**config.mk**
```make
export PLATFORM = sky130hd
export DESIGN_NAME = multi_slot_software_timer_table
export DESIGN_NICKNAME = d
export VERILOG_FILES = /design/src/rtl/mstt_pkg.sv /design/src/rtl/multi_slot_software_timer_table.sv
export SDC_FILE = /design/constraint.sdc
export NUM_CORES = 2
export LEC_CHECK = 0
export BUFFER_PORTS_ARGS = -buffer_cell sky130_fd_sc_hd__buf_2
export CAP_MARGIN = 20
export CORE_ASPECT_RATIO = 0.5
export CORE_MARGIN = 4
export CORE_UTILIZATION = 41
export CTS_CLUSTER_DIAMETER = 50
export DETAILED_ROUTE_END_ITERATION = 16
export HOLD_SLACK_MARGIN = 0.15
export PLACE_DENSITY = 0.54
export SLEW_MARGIN = 20
export SYNTH_ARGS = -nofsm -noshare
export SYNTH_HDL_FRONTEND = slang
export SYNTH_SLANG_ARGS = --single-unit
```
**constraint.sdc**
```tcl
create_clock -name clk -period 31.7 [get_ports clk]
set_input_delay 7.925 -clock clk [delete_from_list [all_inputs] [get_ports clk]]
set_output_delay 7.925 -clock clk [all_outputs]
set_load 0.02 [all_outputs]
```
**src/rtl/mstt_pkg.sv**
```systemverilog
// package for the multi-slot timer table: sizes, operation codes, slot entry layout
// no dependencies
`timescale 1ns / 1ps
`default_nettype none

package mstt_pkg;

  // table geometry
  localparam int SLOTS      = 16;
  localparam int COUNT_BITS = 24;
  localparam int IDX_W      = $clog2(SLOTS);
  localparam int CNT_W      = COUNT_BITS + 1;

  // stopped or never loaded count
  localparam logic signed [CNT_W-1:0] CNT_STOPPED = '1;

  // operation codes
  typedef enum logic [2:0] {
    OP_TICK    = 3'd0,
    OP_ALLOC   = 3'd1,
    OP_RESTART = 3'd2,
    OP_READ    = 3'd3,
    OP_SUSPEND = 3'd4,
    OP_NEWTIME = 3'd5,
    OP_KILL    = 3'd6
  } op_t;

  // expiry modes
  localparam logic [1:0] MODE_PERIODIC = 2'd1;
  localparam logic [1:0] MODE_FREE     = 2'd2;

  // one slot as held in the table memory
  typedef struct packed {
    logic [1:0]              mode;
    logic signed [CNT_W-1:0] reload;
    logic signed [CNT_W-1:0] remain;
    logic [31:0]             tag_a;
    logic [31:0]             tag_b;
  } entry_t;

endpackage

`default_nettype wire

```
**src/rtl/multi_slot_software_timer_table.sv**
```systemverilog
// multi-slot timer table: one slot memory with read-modify-write sequencer
// depends on mstt_pkg
// each command steps through read and evaluate states; write-back is in evaluate, pushes in evaluate or flush
// a tick walks slots 1 to SLOTS-1, each slot with a memory read, then an update,
// then a flush state and a return to idle; the walk holds when an expiry must push but the output stalls
// one input word at a time; the output register lets the next word in while a result waits
// reset clears the in-use flags, the sequencer and the output; the slot memory is not cleared
`timescale 1ns / 1ps
`default_nettype none

module multi_slot_software_timer_table
  import mstt_pkg::*;
(
  input  wire logic               clk,
  input  wire logic               rst,
  // input channel
  input  wire logic               in_valid,
  output logic                    in_stall,
  input  wire logic [2:0]         operation,
  input  wire logic [3:0]         slot,
  input  wire logic [23:0]        count_value,
  input  wire logic [1:0]         mode,
  input  wire logic signed [31:0] arg_first,
  input  wire logic signed [31:0] arg_second,
  // output channel
  output logic                    out_valid,
  input  wire logic               out_stall,
  output logic [3:0]              result_slot,
  output logic signed [24:0]      count_read,
  output logic                    fired,
  output logic signed [31:0]      tag_first_out,
  output logic signed [31:0]      tag_second_out,
  output logic                    last
);

  typedef enum logic [3:0] {
    ST_IDLE  = 4'b0001,
    ST_READ  = 4'b0010,
    ST_EVAL  = 4'b0100,
    ST_FLUSH = 4'b1000
  } state_t;

  localparam logic [IDX_W-1:0] LAST_IDX  = IDX_W'(SLOTS - 1);
  localparam logic [IDX_W-1:0] FIRST_IDX = IDX_W'(1);

  state_t            state, state_next;
  logic [IDX_W-1:0]  idx, idx_next;
  logic [SLOTS-1:0]  in_use, in_use_next;

  // latched command word
  logic [2:0]              cmd_op;
  logic [3:0]              cmd_slot;
  logic                    cmd_slot_ok;
  logic signed [CNT_W-1:0] cmd_count;
  logic [1:0]              cmd_mode;
  logic [31:0]             cmd_tag_a;
  logic [31:0]             cmd_tag_b;

  // slot memory
  entry_t            mem [SLOTS];
  entry_t            rdata;
  logic              mem_we;
  logic [IDX_W-1:0]  mem_waddr;
  entry_t            mem_wdata;

  // fired result held back until it is known whether another one follows
  logic              pend_valid;
  logic [IDX_W-1:0]  pend_slot;
  logic [31:0]       pend_tag_a;
  logic [31:0]       pend_tag_b;
  logic              pend_set, pend_clr;

  // result word into the output register
  logic                    push;
  logic [3:0]              push_slot;
  logic signed [24:0]      push_count;
  logic                    push_fired;
  logic [31:0]             push_tag_a;
  logic [31:0]             push_tag_b;
  logic                    push_last;

  logic              out_free;
  logic              active;
  logic              counting;
  logic              hit;
  logic signed [CNT_W-1:0] rem_dec;
  logic              free_found;
  logic [IDX_W-1:0]  free_idx;

  assign in_stall = (state != ST_IDLE);
  assign out_free = !out_valid || !out_stall;
  assign active   = cmd_slot_ok && in_use[idx];

  // tick decision for the slot on hand
  assign counting = in_use[idx] && !rdata.remain[CNT_W-1] && (rdata.remain != '0);
  assign rem_dec  = rdata.remain - CNT_W'(1);
  assign hit      = counting && (rem_dec == '0);

  // lowest free slot above slot 0
  always_comb begin
    free_found = 1'b0;
    free_idx   = '0;
    for (int i = SLOTS - 1; i >= 1; i--) begin
      if (!in_use[i]) begin
        free_found = 1'b1;
        free_idx   = IDX_W'(i);
      end
    end
  end

  // sequencer
  always_comb begin
    state_next  = state;
    idx_next    = idx;
    in_use_next = in_use;
    mem_we      = 1'b0;
    mem_waddr   = idx;
    mem_wdata   = rdata;
    pend_set    = 1'b0;
    pend_clr    = 1'b0;
    push        = 1'b0;
    push_slot   = '0;
    push_count  = '0;
    push_fired  = 1'b0;
    push_tag_a  = '0;
    push_tag_b  = '0;
    push_last   = 1'b1;
    unique case (state)
      ST_IDLE: begin
        if (in_valid) begin
          state_next = ST_READ;
          idx_next   = (operation == OP_TICK) ? FIRST_IDX : IDX_W'(slot);
        end
      end
      ST_READ: begin
        state_next = ST_EVAL;
      end
      ST_EVAL: begin
        unique case (cmd_op)
          OP_TICK: begin
            if (!(hit && pend_valid && !out_free)) begin
              if (counting) begin
                mem_we = 1'b1;
                if (hit) begin
                  mem_wdata.remain = (rdata.mode == MODE_PERIODIC) ? rdata.reload
                                                                   : CNT_STOPPED;
                  if (rdata.mode == MODE_FREE) begin
                    in_use_next[idx] = 1'b0;
                  end
                end else begin
                  mem_wdata.remain = rem_dec;
                end
              end
              // a new hit releases the older held result, not the last one
              if (hit) begin
                pend_set = 1'b1;
                if (pend_valid) begin
                  push       = 1'b1;
                  push_slot  = 4'(pend_slot);
                  push_fired = 1'b1;
                  push_tag_a = pend_tag_a;
                  push_tag_b = pend_tag_b;
                  push_last  = 1'b0;
                end
              end
              if (idx == LAST_IDX) begin
                state_next = ST_FLUSH;
              end else begin
                idx_next   = idx + IDX_W'(1);
                state_next = ST_READ;
              end
            end
          end
          OP_ALLOC: begin
            if (out_free) begin
              push      = 1'b1;
              push_slot = free_found ? 4'(free_idx) : 4'd0;
              if (free_found) begin
                mem_we              = 1'b1;
                mem_waddr           = free_idx;
                mem_wdata.mode      = cmd_mode;
                mem_wdata.reload    = cmd_count;
                mem_wdata.remain    = cmd_count;
                mem_wdata.tag_a     = cmd_tag_a;
                mem_wdata.tag_b     = cmd_tag_b;
                in_use_next[free_idx] = 1'b1;
              end
              state_next = ST_IDLE;
            end
          end
          OP_READ: begin
            if (out_free) begin
              push       = 1'b1;
              push_slot  = cmd_slot;
              push_count = active ? 25'(rdata.remain) : 25'(CNT_STOPPED);
              state_next = ST_IDLE;
            end
          end
          OP_RESTART: begin
            mem_we           = active;
            mem_wdata.remain = rdata.reload;
            state_next       = ST_IDLE;
          end
          OP_SUSPEND: begin
            mem_we           = active;
            mem_wdata.remain = CNT_STOPPED;
            state_next       = ST_IDLE;
          end
          OP_NEWTIME: begin
            mem_we           = active;
            mem_wdata.reload = cmd_count;
            mem_wdata.remain = cmd_count;
            state_next       = ST_IDLE;
          end
          OP_KILL: begin
            if (active) begin
              in_use_next[idx] = 1'b0;
            end
            state_next = ST_IDLE;
          end
          default: begin
            state_next = ST_IDLE;
          end
        endcase
      end
      ST_FLUSH: begin
        if (!pend_valid) begin
          state_next = ST_IDLE;
        end else if (out_free) begin
          push       = 1'b1;
          push_slot  = 4'(pend_slot);
          push_fired = 1'b1;
          push_tag_a = pend_tag_a;
          push_tag_b = pend_tag_b;
          push_last  = 1'b1;
          pend_clr   = 1'b1;
          state_next = ST_IDLE;
        end
      end
      default: begin
        state_next = ST_IDLE;
      end
    endcase
  end

  // control registers
  always_ff @(posedge clk) begin
    if (rst) begin
      state      <= ST_IDLE;
      in_use     <= '0;
      pend_valid <= 1'b0;
      out_valid  <= 1'b0;
    end else begin
      state  <= state_next;
      in_use <= in_use_next;
      if (pend_set) begin
        pend_valid <= 1'b1;
      end else if (pend_clr) begin
        pend_valid <= 1'b0;
      end
      if (push) begin
        out_valid <= 1'b1;
      end else if (!out_stall) begin
        out_valid <= 1'b0;
      end
    end
  end

  // slot index and command word
  always_ff @(posedge clk) begin
    idx <= idx_next;
    if (state == ST_IDLE && in_valid) begin
      cmd_op      <= operation;
      cmd_slot    <= slot;
      cmd_slot_ok <= (slot != 4'd0) && (32'(slot) < SLOTS);
      cmd_count   <= {1'b0, count_value[COUNT_BITS-1:0]};
      cmd_mode    <= mode;
      cmd_tag_a   <= arg_first;
      cmd_tag_b   <= arg_second;
    end
  end

  // held fired result
  always_ff @(posedge clk) begin
    if (pend_set) begin
      pend_slot  <= idx;
      pend_tag_a <= rdata.tag_a;
      pend_tag_b <= rdata.tag_b;
    end
  end

  // output register payload
  always_ff @(posedge clk) begin
    if (push) begin
      result_slot    <= push_slot;
      count_read     <= push_count;
      fired          <= push_fired;
      tag_first_out  <= push_tag_a;
      tag_second_out <= push_tag_b;
      last           <= push_last;
    end
  end

  // slot memory: one write port, one registered read port
  always_ff @(posedge clk) begin
    if (mem_we) begin
      mem[mem_waddr] <= mem_wdata;
    end
    if (state == ST_READ) begin
      rdata <= mem[idx];
    end
  end

endmodule

`default_nettype wire

```
==> summary.md <==
| Metric | Value |
|---|---|
| Final Power | `6.27 mW` |
| TritonCTS clock tree | `done` |
| Worst slew pin tran | `1140 ps` |
| DR top layer | `met5` |
| Wire length on met3 | `between 10000 and 15000 um` |
| FILL cells | `around 17000` |
| Int Pwr | `approximately 5 mW` |
| Reg power frac | `0.537` |
| Fin area | `0.0983 sq mm` |
| GRT overflow | `0` |
| Fin crit period | `12070 ps` |
| NumNets Final | `4360` |
| Clk pin slew, worst setup/hold paths | `60 ps` |
| Vias in the first global route | `42800` |
| Initial antenna violation count | `10` |
| Largest net degree at the start of global routing | `153` |
| Area grow syn2layout | `13.2%` |
| Clk_lat worst skew | `850 ps` |
| Routed WL per cell | `about 30 um` |
| Worst Hold Margin | `446 ps` |
| Via/cell ratio | `5.75` |
| # DRC | `0` |
| Clock Power Share | `0.394` |
| Setup Buffers After CTS | `0` |
| Yosys top cell area share | `0.774` |
| CTS Hold Buffers Added | `0` |
| Net Sw Frac | `0.216` |
| Die width | `659 um` |
| Layout cells sized above 1 | `0.284` |
| Fin crit share | `0.381` |
| Core Box Area | `0.211 sq mm` |
| Clock Tree Root | `clkbuf_16` |
| Number of synthesized flops with an enable pin | `2237` |
| Hpwl dp | `118000 um` |
| Area of the multi-input gates | `0.0185 sq mm` |
| FMAX | `roughly 83 MHz` |
| Worst min path class | `reg2reg` |
| Post-Layout Cell Count | `7254` |
| Post-synthesis sequential area ratio | `0.779` |
| Gr usage total | `0.194` |
| Pins over their slew limit | `0` |
| Synth unique cells | `just under 80` |
| Final WL | `215000 um` |
| Post-Syn Area per Cell | `22.0 sq um` |
| Crit Path Class | `in2reg` |
| Die footprint | `0.220 sq mm` |
| Pleak | `31.1 nW` |
| Most frequent cells after synthesis | `2237 x edfxtp_1, 582 x mux4_2, 276 x nand2_1, 118 x clkbuf_1, 76 x and2_1` |
| Area of the mapped netlist | `0.0868 sq mm` |
| Num CTS Buffers | `about 210` |
| Synth area leaders | `edfxtp_1 77%, mux4_2 15%, nand2_1 1.2%` |
| Yosys warns | `0` |
| Critical Path AT | `about 13000 ps` |
| Bufs on Longest Clock Path | `4` |
| Crit path capture type | `flip-flop` |
| Via count | `41700` |
| Synth Register Bits | `approximately 2300` |
| DRT iter0 DRCs | `around 4400` |
| Initial core utilization | `0.412` |
| Clk sinks | `2259` |
| Final setup TNS | `0 ps` |
| Hold Violations, Final | `0` |
| PortBufs | `approximately 200` |
| Post-CTS Resized | `0` |
| Final ANT Viol Nets | `0` |
| WL met1 | `94200 um` |
| Logic pwr share | `0.070` |
| Synth Instances | `roughly 3900` |
| IO Count | `198` |
| Startpoint Class | `input pin` |
| RSZ-0062 raised after global routing | `no` |
| First-pass GRT wire length | `roughly 310000 um` |
| Routability cong. | `0.872` |
| Pre-antenna DRT Iters | `6` |
| Most frequent cell after synthesis | `edfxtp_1` |
| Req. time, crit path | `32150 ps` |
| Synth area leader | `edfxtp_1` |
| # rows | `119` |
| Synth Flop Type | `edfxtp_1` |
| Status | `finished, final reports clean` |
| FFs w/ async S/R, synth | `0` |
| Slew HR | `0.241` |
| Pwr per Cell Area | `63.8 mW/mm^2` |
| Max-Cap Viols | `0` |
| Chip Height | `333 um` |
| Clk_skew | `42.5 ps` |
| Cell count after placement | `6881` |
| Final setup viols | `0` |
| Syn nets | `about 4100` |
| Net Switching | `1.35 mW` |
| Worst vdd ir | `~0.000039 V` |
| Crit path max fanout | `44` |
| WL met2 | `between 100000 and 150000 um` |
| DP Area | `0.0916 sq mm` |
| H-tree depth | `4` |
| Reg area | `between 0.06 and 0.07 sq mm` |
-- layer usage --
metal	vias up	track usage
met1	22800	0.285
met5	-	0
met3	329	0.0290
met4	4	0.0461
met2	1438	0.308
li1	17100	-
-- state kept, by name (all words and copies together), names as in the netlist, 16 cells and up --
name / count
tag_first_out: 32
pend_tag_a: 32
cmd_count: 24
pend_tag_b: 32
count_read: 25
cmd_tag_b: 32
in_use: 16
cmd_tag_a: 32
rdata: 116
tag_second_out: 32
mem: 1856
-- through the flow --
| stage | setup WS (ps) | util |
|---|---|---|
| finish | 19630 | 0.467 |
| CTS | 19700 | 0.467 |
| global placement | 18860 | 0.435 |
| global route | 19530 | 0.467 |
| detailed placement | 18830 | 0.435 |
| floorplan | 10750 | - |
-- worst max-delay path: stages --
cell	delay, ps
buf_2	110
nand2_1	210
o41ai_2	250
nor3_4	180
buf_4	440
buf_4	730
nor2_1	80
a31oi_1	400
nand2_1	270
nor4_2	240
buf_4	700
buf_4	850
-- cells in the final DEF (no fill, tap or decap), drive strengths merged, types with 9 or more instances in the layout --
cell type	count
a2bb2oi	9
mux2	39
o21ai	41
nor2b	10
clkinv	84
mux4	582
nand2	276
nand3	20
dfxtp	22
a221oi	15
a21oi	54
a31oi	24
xnor2	13
inv	25
nor4	12
nor2	60
clkbuf	263
nor3	26
o21a	28
buf	304
or4	9
or3	9
mux2i	14
o22a	15
nand4	11
and2	76
bufinv	17
edfxtp	2237
-- cells by family (layout without fill, tap and decap cells) --
logic type | Yosys count | count (layout) | synth area share
AOI/OAI and AO/OA | 252 | 252 | 0.0206
other | 0 | 3 | 0
adders and majority gates | 7 | 7 | 0.00101
buffers and inverters | 227 | 693 | 0.0103
and+or+nand+nor | 544 | 544 | 0.0299
muxes | 635 | 635 | 0.158
xor gates and xnor gates | 18 | 18 | 0.00182
DFF | 2259 | 2259 | 0.779
-- power by group through the flow --
stage          clock (mW)  combinational [mW]  sequential [mW]
2_1_floorplan           0               0.317             3.41
3_3_place_gp            0               0.439             3.43
3_5_place_dp            0               0.443             3.43
4_1_cts              2.53               0.446             3.36
5_1_grt              2.66               0.470             3.36
6_report             2.47               0.436             3.36
-- cell type report --
cell class	instances	area share
Clock inverter	107	0.0107
Timing Repair Buffer	304	0.0191
Tap cell	2843	0.0362
Multi-Input combinational cell	1456	0.188
Antenna cell	3	0.0000764
Sequential cell	2259	0.688
Inverter	19	0.000726
Clock buffer	263	0.0569
-- final timing paths --
| kind | cells after the start | slack [ps] | to | from |
|---|---|---|---|---|
| setup reg to reg | 12 | 25680 | mem[8][24] | idx[0] |
| setup / recovery | 12 | 19630 | mem[8][24] | out_stall |
| hold / removal | 2 | 450 | in_use[0] | in_use[0] |
| hold reg to reg | 2 | 450 | in_use[0] | in_use[0] |
Note: power is estimated with default switching activity, not from simulation.
